`src/rtl/core/idt_pkg.sv`:
```
// types, constants and coefficient table of the infrared distance linearisation
`default_nettype none

package idt_pkg;

   localparam int CHAN_W               = 3;
   localparam int SAMPLE_W             = 12;
   localparam int DIST_W               = 15;
   localparam int FRAC_BITS            = 8;
   localparam int GAIN_W               = 20;
   localparam int OFFSET_W             = 17;
   localparam int GAIN_FACTOR          = 10;
   localparam int TABLE_SIZE           = 5;
   localparam int NUM_W                = 23;
   localparam int DEN_W                = SAMPLE_W + FRAC_BITS;
   localparam int DEFAULT_ADC_BITS     = 12;
   localparam int DEFAULT_NUM_CHANNELS = 5;

   localparam logic [DIST_W-1:0] DIST_MAX = {DIST_W{1'b1}};

   typedef enum logic [1:0] {
      ST_OK,
      ST_BAD_CHANNEL,
      ST_NOT_ABOVE,
      ST_SATURATED
   } idt_status_type;

   typedef struct packed {
      logic [CHAN_W-1:0]   channel;
      logic [SAMPLE_W-1:0] sample;
   } idt_req_type;

   typedef struct packed {
      logic [DIST_W-1:0] distance;
      idt_status_type    status;
   } idt_rsp_type;

   typedef struct packed {
      idt_status_type     status;
      logic [NUM_W-1:0]   num;
      logic [DEN_W-1:0]   den;
      logic [DEN_W-1:0]   rem;
      logic [NUM_W-1:0]   quo;
   } idt_div_type;

   // gain in Q.8
   function automatic logic [GAIN_W-1:0] idt_gain(input logic [CHAN_W-1:0] chan);
      logic [GAIN_W-1:0] g;
      unique case (chan)
         3'd0:    g = 20'd409258;
         3'd1:    g = 20'd493339;
         3'd2:    g = 20'd615344;
         3'd3:    g = 20'd626628;
         3'd4:    g = 20'd533387;
         default: g = '0;
      endcase
      return g;
   endfunction

   // offset in Q.8
   function automatic logic [OFFSET_W-1:0] idt_offset(input logic [CHAN_W-1:0] chan);
      logic [OFFSET_W-1:0] o;
      unique case (chan)
         3'd0:    o = 17'd69061;
         3'd1:    o = 17'd58605;
         3'd2:    o = 17'd46980;
         3'd3:    o = 17'd47685;
         3'd4:    o = 17'd52742;
         default: o = '0;
      endcase
      return o;
   endfunction

endpackage

`default_nettype wire

```
`src/rtl/core/idt_lookup.sv`:
```
// first pipeline stage: coefficient lookup, range checks, numerator and divisor
`default_nettype none

module idt_lookup #(
   parameter int ADC_BITS     = idt_pkg::DEFAULT_ADC_BITS,
   parameter int NUM_CHANNELS = idt_pkg::DEFAULT_NUM_CHANNELS
) (
   input  wire logic                clock,
   input  wire logic                reset,
   input  wire logic                in_valid,
   input  wire idt_pkg::idt_req_type in_data,
   output logic                     in_stall,
   output logic                     out_valid,
   output idt_pkg::idt_div_type     out_data,
   input  wire logic                out_stall
);
   import idt_pkg::*;

   localparam int KEEP_BITS = (ADC_BITS < SAMPLE_W) ? ADC_BITS : SAMPLE_W;
   localparam logic [SAMPLE_W-1:0] SAMPLE_MASK = SAMPLE_W'((1 << KEEP_BITS) - 1);

   logic              valid_ff;
   idt_div_type       data_ff;
   idt_div_type       data_in;
   logic              load;
   logic              chan_ok;
   logic [DEN_W-1:0]  s_q8;
   logic [DEN_W-1:0]  off;
   logic [GAIN_W-1:0] gain;

   assign load     = !(valid_ff && out_stall);
   assign in_stall = !load;

   always_comb begin
      chan_ok = (int'(in_data.channel) < NUM_CHANNELS) &&
                (int'(in_data.channel) < TABLE_SIZE);
      gain    = idt_gain(in_data.channel);
      off     = DEN_W'(idt_offset(in_data.channel));
      s_q8    = {in_data.sample & SAMPLE_MASK, {FRAC_BITS{1'b0}}};

      data_in.num = NUM_W'(gain * GAIN_FACTOR);
      data_in.den = s_q8 - off;
      data_in.rem = '0;
      data_in.quo = '0;
      priority if (!chan_ok) begin
         data_in.status = ST_BAD_CHANNEL;
      end else if (s_q8 <= off) begin
         data_in.status = ST_NOT_ABOVE;
      end else begin
         data_in.status = ST_OK;
      end
   end

   always_ff @(posedge clock) begin
      if (reset) begin
         valid_ff <= 1'b0;
      end else if (load) begin
         valid_ff <= in_valid;
      end
      if (load && in_valid) begin
         data_ff <= data_in;
      end
   end

   assign out_valid = valid_ff;
   assign out_data  = data_ff;

endmodule

`default_nettype wire

```
`src/rtl/core/idt_div_step.sv`:
```
// one restoring division stage: one quotient bit per stage
`default_nettype none

module idt_div_step (
   input  wire logic                 clock,
   input  wire logic                 reset,
   input  wire logic                 in_valid,
   input  wire idt_pkg::idt_div_type in_data,
   output logic                      in_stall,
   output logic                      out_valid,
   output idt_pkg::idt_div_type      out_data,
   input  wire logic                 out_stall
);
   import idt_pkg::*;

   logic             valid_ff;
   idt_div_type      data_ff;
   idt_div_type      data_in;
   logic             load;
   logic [DEN_W:0]   rem_sh;
   logic             fits;

   assign load     = !(valid_ff && out_stall);
   assign in_stall = !load;

   always_comb begin
      rem_sh = {in_data.rem, in_data.num[NUM_W-1]};
      fits   = rem_sh >= {1'b0, in_data.den};

      data_in        = in_data;
      data_in.num    = {in_data.num[NUM_W-2:0], 1'b0};
      data_in.quo    = {in_data.quo[NUM_W-2:0], fits};
      data_in.rem    = fits ? DEN_W'(rem_sh - {1'b0, in_data.den}) : DEN_W'(rem_sh);
   end

   always_ff @(posedge clock) begin
      if (reset) begin
         valid_ff <= 1'b0;
      end else if (load) begin
         valid_ff <= in_valid;
      end
      if (load && in_valid) begin
         data_ff <= data_in;
      end
   end

   assign out_valid = valid_ff;
   assign out_data  = data_ff;

endmodule

`default_nettype wire

```
`src/rtl/core/idt_result.sv`:
```
// output stage: saturation, status and the result register
`default_nettype none

module idt_result (
   input  wire logic                 clock,
   input  wire logic                 reset,
   input  wire logic                 in_valid,
   input  wire idt_pkg::idt_div_type in_data,
   output logic                      in_stall,
   output logic                      out_valid,
   output idt_pkg::idt_rsp_type      out_data,
   input  wire logic                 out_stall
);
   import idt_pkg::*;

   logic        valid_ff;
   idt_rsp_type data_ff;
   idt_rsp_type data_in;
   logic        load;

   assign load     = !(valid_ff && out_stall);
   assign in_stall = !load;

   always_comb begin
      unique case (in_data.status)
         ST_OK: begin
            if (in_data.quo[NUM_W-1:DIST_W] != '0) begin
               data_in.distance = DIST_MAX;
               data_in.status   = ST_SATURATED;
            end else begin
               data_in.distance = in_data.quo[DIST_W-1:0];
               data_in.status   = ST_OK;
            end
         end
         default: begin
            data_in.distance = '0;
            data_in.status   = in_data.status;
         end
      endcase
   end

   always_ff @(posedge clock) begin
      if (reset) begin
         valid_ff <= 1'b0;
      end else if (load) begin
         valid_ff <= in_valid;
      end
      if (load && in_valid) begin
         data_ff <= data_in;
      end
   end

   assign out_valid = valid_ff;
   assign out_data  = data_ff;

endmodule

`default_nettype wire

```
`src/rtl/core/ir_adc_to_distance.sv`:
```
// infrared sensor reading to distance: floor(10*gain / (sample - offset)), pipelined
// pipeline: lookup stage, one stage per quotient bit of the 23-bit restoring divider,
// output register
// throughput: one transaction per cycle; each stage holds only while the one after it holds
// reset: synchronous, active high; clears all stage valid bits, data registers keep their value
// the coefficient table is constant logic, so no warm-up after reset
`default_nettype none

module ir_adc_to_distance #(
   parameter int ADC_BITS     = idt_pkg::DEFAULT_ADC_BITS,
   parameter int NUM_CHANNELS = idt_pkg::DEFAULT_NUM_CHANNELS
) (
   input  wire logic                 clock,
   input  wire logic                 reset,
   input  wire logic                 req_valid,
   output logic                      req_stall,
   input  wire idt_pkg::idt_req_type req_data,
   output logic                      rsp_valid,
   input  wire logic                 rsp_stall,
   output idt_pkg::idt_rsp_type      rsp_data
);
   import idt_pkg::*;

   logic        stage_valid [0:NUM_W];
   idt_div_type stage_data  [0:NUM_W];
   logic        stage_stall [0:NUM_W];

   idt_lookup #(
      .ADC_BITS     (ADC_BITS),
      .NUM_CHANNELS (NUM_CHANNELS)
   ) u_lookup (
      .clock     (clock),
      .reset     (reset),
      .in_valid  (req_valid),
      .in_data   (req_data),
      .in_stall  (req_stall),
      .out_valid (stage_valid[0]),
      .out_data  (stage_data[0]),
      .out_stall (stage_stall[0])
   );

   for (genvar k = 1; k <= NUM_W; k++) begin : g_div
      idt_div_step u_step (
         .clock     (clock),
         .reset     (reset),
         .in_valid  (stage_valid[k-1]),
         .in_data   (stage_data[k-1]),
         .in_stall  (stage_stall[k-1]),
         .out_valid (stage_valid[k]),
         .out_data  (stage_data[k]),
         .out_stall (stage_stall[k])
      );
   end

   idt_result u_result (
      .clock     (clock),
      .reset     (reset),
      .in_valid  (stage_valid[NUM_W]),
      .in_data   (stage_data[NUM_W]),
      .in_stall  (stage_stall[NUM_W]),
      .out_valid (rsp_valid),
      .out_data  (rsp_data),
      .out_stall (rsp_stall)
   );

`ifndef ASSERT_OFF
   a_stall_from_output: assert property (@(posedge clock) disable iff (reset)
      req_stall |-> (rsp_valid && rsp_stall))
      else $error("input stalled without a held result");

   a_bad_channel_zero: assert property (@(posedge clock) disable iff (reset)
      (rsp_valid && rsp_data.status == ST_BAD_CHANNEL) |-> (rsp_data.distance == '0))
      else $error("bad channel result with nonzero distance");

   a_not_above_zero: assert property (@(posedge clock) disable iff (reset)
      (rsp_valid && rsp_data.status == ST_NOT_ABOVE) |-> (rsp_data.distance == '0))
      else $error("offset case with nonzero distance");

   a_saturated_max: assert property (@(posedge clock) disable iff (reset)
      (rsp_valid && rsp_data.status == ST_SATURATED) |-> (rsp_data.distance == DIST_MAX))
      else $error("saturated result below full scale");
`endif

endmodule

`default_nettype wire
```
`config.mk`:
```
export PLATFORM = sky130hd
export DESIGN_NAME = ir_adc_to_distance
export DESIGN_NICKNAME = d
export VERILOG_FILES = /design/src/rtl/core/idt_pkg.sv /design/src/rtl/core/idt_lookup.sv /design/src/rtl/core/idt_div_step.sv /design/src/rtl/core/idt_result.sv /design/src/rtl/core/ir_adc_to_distance.sv
export SDC_FILE = /design/constraint.sdc
export NUM_CORES = 2
export LEC_CHECK = 0
export BUFFER_PORTS_ARGS = -buffer_cell sky130_fd_sc_hd__buf_2
export CORE_MARGIN = 4
export CORE_UTILIZATION = 64
export DETAILED_ROUTE_END_ITERATION = 6
export PLACE_DENSITY = 0.8
export SYNTH_ARGS = -nofsm -noshare
export SYNTH_HDL_FRONTEND = slang
export SYNTH_SLANG_ARGS = --single-unit
```
`constraint.sdc`:
```
create_clock -name clock -period 6.85 [get_ports clock]
set_input_delay 0.3425 -clock clock [delete_from_list [all_inputs] [get_ports clock]]
set_output_delay 0.3425 -clock clock [all_outputs]
set_load 0.005 [all_outputs]
```
---- Word level (Yosys, flattened, before mapping) ----
Index checks and enable logic that the tools add are counted.
word-level totals
  flip-flop bits (word level) ............. 1519
  input bits .............................. 19
  logic and storage cells ................. 300
cells by class
  add/sub/neg operators ................... 23
  $mul .................................... 1
  $lt $le $gt $ge ......................... 25
  equality and inequality tests ........... 4
  mux-type cells .......................... 27
  reduce and logical (&&, ||, !) cells .... 78
operators with widths
  operator               count
  $ge 21x20->1           22
  $mux 20                21
  $sub 20x20->20         21
  $pmux 20 s5            1
  $pmux 17 s5            1
  $logic_and 1x1->1      50
  $logic_not 1->1        25
  $mul 20x3->22 const B  1
  $ge 1x20->1            1
  $le 20x17->1           1
  $sub 1x20->20          1
  $sub 20x17->20         1
  $mux 17                1
  $reduce_bool 8->1      1
  $eq 3x2->1 const B     2
  $mux 2                 2
  $eq 3x1->1 const B     1
  $eq 3x3->1 const B     1
  $logic_not 3->1        1
  $lt 3x3->1 const B     1
  $logic_not 2->1        1
  $mux 1                 1

---- Longest topological paths before layout ----
  depth in word-level cells ............... 27
  gate-level depth with buffers ........... 18
  mapped depth without buffers ............ 17

---- By module ----
A second synthesis with hierarchy kept.
unflattened totals
  cells, all modules ...................... 7380
  area, all modules ....................... 97483.5 um^2
by module, submodules not included
  module                                instances  cells an instance  area each (um^2)  seq. area each (um^2)
  idt_div_step at g_div[13].u_step ...  16         298                3981.3            2632.5
  idt_div_step at g_div[10].u_step ...  6          324                4275.4            2632.5
  idt_div_step at g_div[21].u_step      1          315                4200.3            2632.5
  idt_lookup                            1          306                3193.1            1251.2
  idt_result                            1          47                 737.0             530.5

---- Least setup slack after synthesis ----
OpenSTA, ideal clock, no wires.
  path kind ............................... flip-flop to flip-flop
  start ................................... reg g_div[15].u_step.valid_ff
  end ..................................... reg g_div[2].u_step.data_ff, in the netlist g_div[2].u_step.out_data[0] (enable)
  arrival ................................. 5654 ps
  data required time ...................... 6277 ps
  path slack .............................. 622 ps
  cell stages (with the launch flop) ...... 8
  buffers on the path ..................... 0
  path through ............................ dfxtp_1 -> and3_1 -> nand3_1 -> or3_1 -> nor3_1 -> and3_1 -> and2_1 -> a21boi_0
on the way
  cells in the longest elaborated chain, start to end .. 16
RTL lines
  item                             RTL line            text
  from (decl)                      idt_div_step.sv:16  logic valid_ff;
  from (signal assigned)           idt_div_step.sv:40  valid_ff <= in_valid;
  $logic_and 1x1->1 (14 in a row)  idt_div_step.sv:23  assign load = !(valid_ff && out_stall);
  $logic_not 1->1                  idt_div_step.sv:23
  $logic_and 1x1->1                idt_div_step.sv:42  if (load && in_valid) begin
  to (signal assigned)             idt_div_step.sv:43  data_ff <= data_in;
  to (decl)                        idt_div_step.sv:17  idt_div_type data_ff;
No other way between the ends.
A chain may end at the register's enable or synchronous reset.

==> impl_metrics.py <==
metrics = {
    "clock_network": {
        "numCtsBuffers": 152,
        "cts_tree": "built",
        "postCtsSetupBuffers": 0,
        "clockRootBuffer": "clkbuf_16",
        "cts.sinks": 1475,
        "clk_latency_ns": 0.77,
        "clk_pin_slew_ns": 0.06,
        "clockBufferDepth": 3,
        "post_cts_resized": 0,
        "htreeDepth": 4,
    },
    "worst_setup_path": {
        "slowest_stage": "o311a_1",
        "critPathTopFamily": "compound AO/OA/AOI/OAI gates",
        "worst-path-buf-inv": 2,
        "arrival_ns": 4.59,
        "cp_max_fo": 22,
        "end_kind": "flip-flop",
        "start_kind": "flip-flop",
        "rr_worst_depth": 11,
        "worst_ep_required_time_ns": 7.36,
        "worst-setup-path-type": "reg2reg",
        "cpPeakStageDelay_ns": 0.69,
        "worstPathCellList": "inv_1 -> ha_1 -> nor2b_1 -> o31a_1 -> o41ai_2 -> a21oi_1 -> o311ai_2 -> nor3b_1 -> o311a_1 -> buf_4 -> mux2_2",
        "reg2reg_to": "g_div[4].u_step.out_data[27]$_DFFE_PP_",
        "crit-reg2reg-launch": "g_div[3].u_step.out_data[44]$_DFFE_PP_",
        "rrSetupSlack_ns": 2.77,
    },
    "die": {
        "num_io_pins": 38,
        "initial_utilization_pct": 64.7,
        "fp.dieH_um": 343,
        "die-area_um2": 118000,
        "rows": 122,
        "dieWidth_um": 343,
        "core_um2": 111000,
    },
    "placed_design": {
        "gp_congestion": 0.934,
        "io_buffers": 37,
        "post_dp_cell_area_um2": 74100,
        "place_hpwl_mm": 108,
        "dpl.cell_count": 7150,
    },
    "cells_and_area": {
        "syn2layout_area_growth_pct": 9.75,
        "multi_input_area_um2": 25500,
        "fillCellCount": 7436,
        "layout.nets": 6338,
        "regArea_um2": 44000,
        "antenna_cells": 0,
        "postLayoutCoreUtil_pct": 71.0,
        "layout_commonest_cell": "edfxtp_1",
        "final_cell_mix": "1450 x edfxtp_1, 566 x inv_1, 474 x ha_1, 386 x a21oi_1, 372 x nor2_1",
        "drive_above_1_share_pct": 8.50,
        "stdcell_count": 7428,
        "design_area_um2": 78900,
    },
    "global_route": {
        "grt_usage_pct": 25.5,
        "overflow": 0,
        "grt_pass1_wl_mm": 235,
        "grt_pass1_vias": 43100,
        "antenna_found_initial": 0,
        "grt_max_degree": 64,
    },
    "hold_path": {
        "hp-class": "in2reg",
        "hold_start": "req_data[14]",
        "whs_path_depth": 2,
        "hold_end": "u_lookup.out_data[44]$_DFFE_PP_",
    },
    "synthesis": {
        "ys.flop_type": "edfxtp_1",
        "yosysTopAreaCell": "edfxtp_1",
        "synth_top_family_by_area": "compound AO/OA/AOI/OAI gates",
        "synth.distinct_cells": 97,
        "yosys_register_bits": 1475,
        "synthAdderAreaFrac_pct": 8.86,
        "syn_nets": 6186,
        "synthCells": 5671,
        "synth_compound_area_share_pct": 11.4,
        "synth-edff-count": 1450,
        "syn_area_per_cell_um2": 12.7,
        "ys_seq_area_share_pct": 61.3,
        "synthSimpleGateAreaFrac_pct": 8.72,
        "yosys_warnings": 0,
        "synth_area_leaders": "edfxtp_1 61%, ha_1 8.3%, inv_1 3.0%",
        "yosysTopAreaCellShare_pct": 60.6,
        "syn_area_um2": 71900,
        "synth_xor_area_share_pct": 3.73,
        "synthMuxAreaShare_pct": 2.43,
        "async_flop_share_pct": 0,
    },
    "pwr": {
        "internal_power_mw": 14.8,
        "power_density_nw_per_um2": 236,
        "comb_power_share_pct": 3.6,
        "p_sw_share_pct": 20.6,
        "p_clk_share_pct": 42.6,
        "ir_drop_uv": 209,
        "pwr-share-seq_pct": 53.8,
        "p_leak_nw": 29.9,
        "netSwitchingPower_mw": 3.84,
    },
    "timing": {
        "tns_ns": 0,
        "report.final.slew_viol_count": 0,
        "post-route-period-util_pct": 59.6,
        "setup_viol": 0,
        "fin_skew_ns": 0.0280,
        "holdWs_ns": 0.0649,
        "rsz0062_at_grt": "false",
        "period_needed_ns": 4.08,
        "hold_violations": 0,
        "slew_headroom_pct": 14.3,
        "max_freq_mhz": 245,
        "worst_slew_pin_slew_ns": 1.29,
    },
    "routing": {
        "drcViolationCount": 0,
        "routed_wl_mm": 151,
        "first_pass_iters": 6,
        "wl_per_cell_um": 20.3,
        "ant_nets": 0,
        "avgViaCountPerCell": 5.98,
        "drtIter0Drc": 4301,
        "vias": 44400,
    },
    "outcome": {
        "outcome": "completed",
    },
    "run": {
        "maxCapViolCount": 0,
    },
}
## cell families after synthesis
kind of cell | count (synthesis)
fa+ha+maj | 496
mux | 157
buf+inv | 657
flops | 1475
compound gates | 1288
xor+xnor | 306
simple gates | 1292
## worst reg2reg max path: stages, from the launching register on
cell,delay (ns)
edfxtp_1,0.42
inv_1,0.08
ha_1,0.23
nor2b_1,0.14
o31a_1,0.29
o41ai_2,0.36
a21oi_1,0.21
o311ai_2,0.41
nor3b_1,0.31
o311a_1,0.69
buf_4,0.33
mux2_2,0.35
## metrics by stage
| step | total power, mW | setup WS, ns |
|---|---|---|
| 2_1_floorplan | 10.7 | 0.622 |
| 3_3_place_gp | 10.8 | 2.69 |
| 3_5_place_dp | 10.9 | 2.56 |
| 4_1_cts | 18.8 | 2.86 |
| 5_1_grt | 19.2 | 2.54 |
| 6_report | 18.6 | 2.77 |
## flip-flops by register name, summed over array words and instances (netlist names)
signal,flops
u_lookup.out_data,41
u_result.out_valid,1
u_result.out_data,17
u_lookup.out_valid,1
g_div.u_step.out_data,1392
g_div.u_step.out_valid,23
## layer usage
metal / global-route usage, % / vias up / share of wire [%]
met1: 34.4 / 21500 / 42
met4: 11.0 / 0 / 4.3
met2: 42.1 / 1390 / 48
met3: 3.58 / 275 / 5.7
met5: 0 / - / 0
li1: - / 21300 / -
## synthesized netlist by cell type, types with 43 or more instances
cell type and n:
xor2_1 112, a31oi_1 61, nor2b_1 90, nand3_1 70
nand2_1 331, xnor2_1 194, a21o_1 129, nor3_1 74
buf_2 43, a21oi_1 388, nor2_1 373, mux2_2 128
nand4_1 54, inv_1 566, ha_1 474, o21ai_0 309
o21a_1 80, nand2b_1 96, edfxtp_1 1450
## power by group through the flow
| stage | Combinational (mW) | Clock [mW] | Sequential, mW |
|---|---|---|---|
| 2_1_floorplan | 0.497 | 0 | 10.2 |
| 3_3_place_gp | 0.631 | 0 | 10.2 |
| 3_5_place_dp | 0.648 | 0 | 10.2 |
| 4_1_cts | 0.660 | 8.09 | 10.0 |
| 5_1_grt | 0.733 | 8.46 | 10.0 |
| 6_report | 0.664 | 7.94 | 10.0 |
## what timing repair did
item,4_1_cts,5_1_grt
hold buffers,7,0
endpoints found under the setup margin,0,0
endpoints found under the hold margin,26,0
## worst max-delay path by stage
stage | from | endpoint | slack [ns] | depth (start not counted)
global route | g_div[3].u_step.out_data[44]$_DFFE_PP_ | g_div[4].u_step.out_data[27]$_DFFE_PP_ | 2.54 | 11
CTS | g_div[3].u_step.out_data[44]$_DFFE_PP_ | g_div[4].u_step.out_data[27]$_DFFE_PP_ | 2.86 | 11
detailed placement | req_data[14] | u_lookup.out_data[84]$_DFFE_PP_ | 2.56 | 18
floorplan | g_div[15].u_step.out_valid$_SDFFE_PP0P_ | g_div[2].u_step.out_data[0]$_DFFE_PP_ | 0.62 | 7
finish | g_div[3].u_step.out_data[44]$_DFFE_PP_ | g_div[4].u_step.out_data[27]$_DFFE_PP_ | 2.77 | 11
global placement | req_data[14] | u_lookup.out_data[84]$_DFFE_PP_ | 2.69 | 18
## cell type report
class / count / share of cell area [%]
multi-input combinational: 3539 / 32.3
sequential: 1475 / 55.8
timing repair buffer: 85 / 0.714
tap: 1488 / 2.36
inverter: 570 / 2.71
clock buffer: 188 / 5.05
clock inverter: 83 / 0.987
Power figures use the tool's default switching activity.
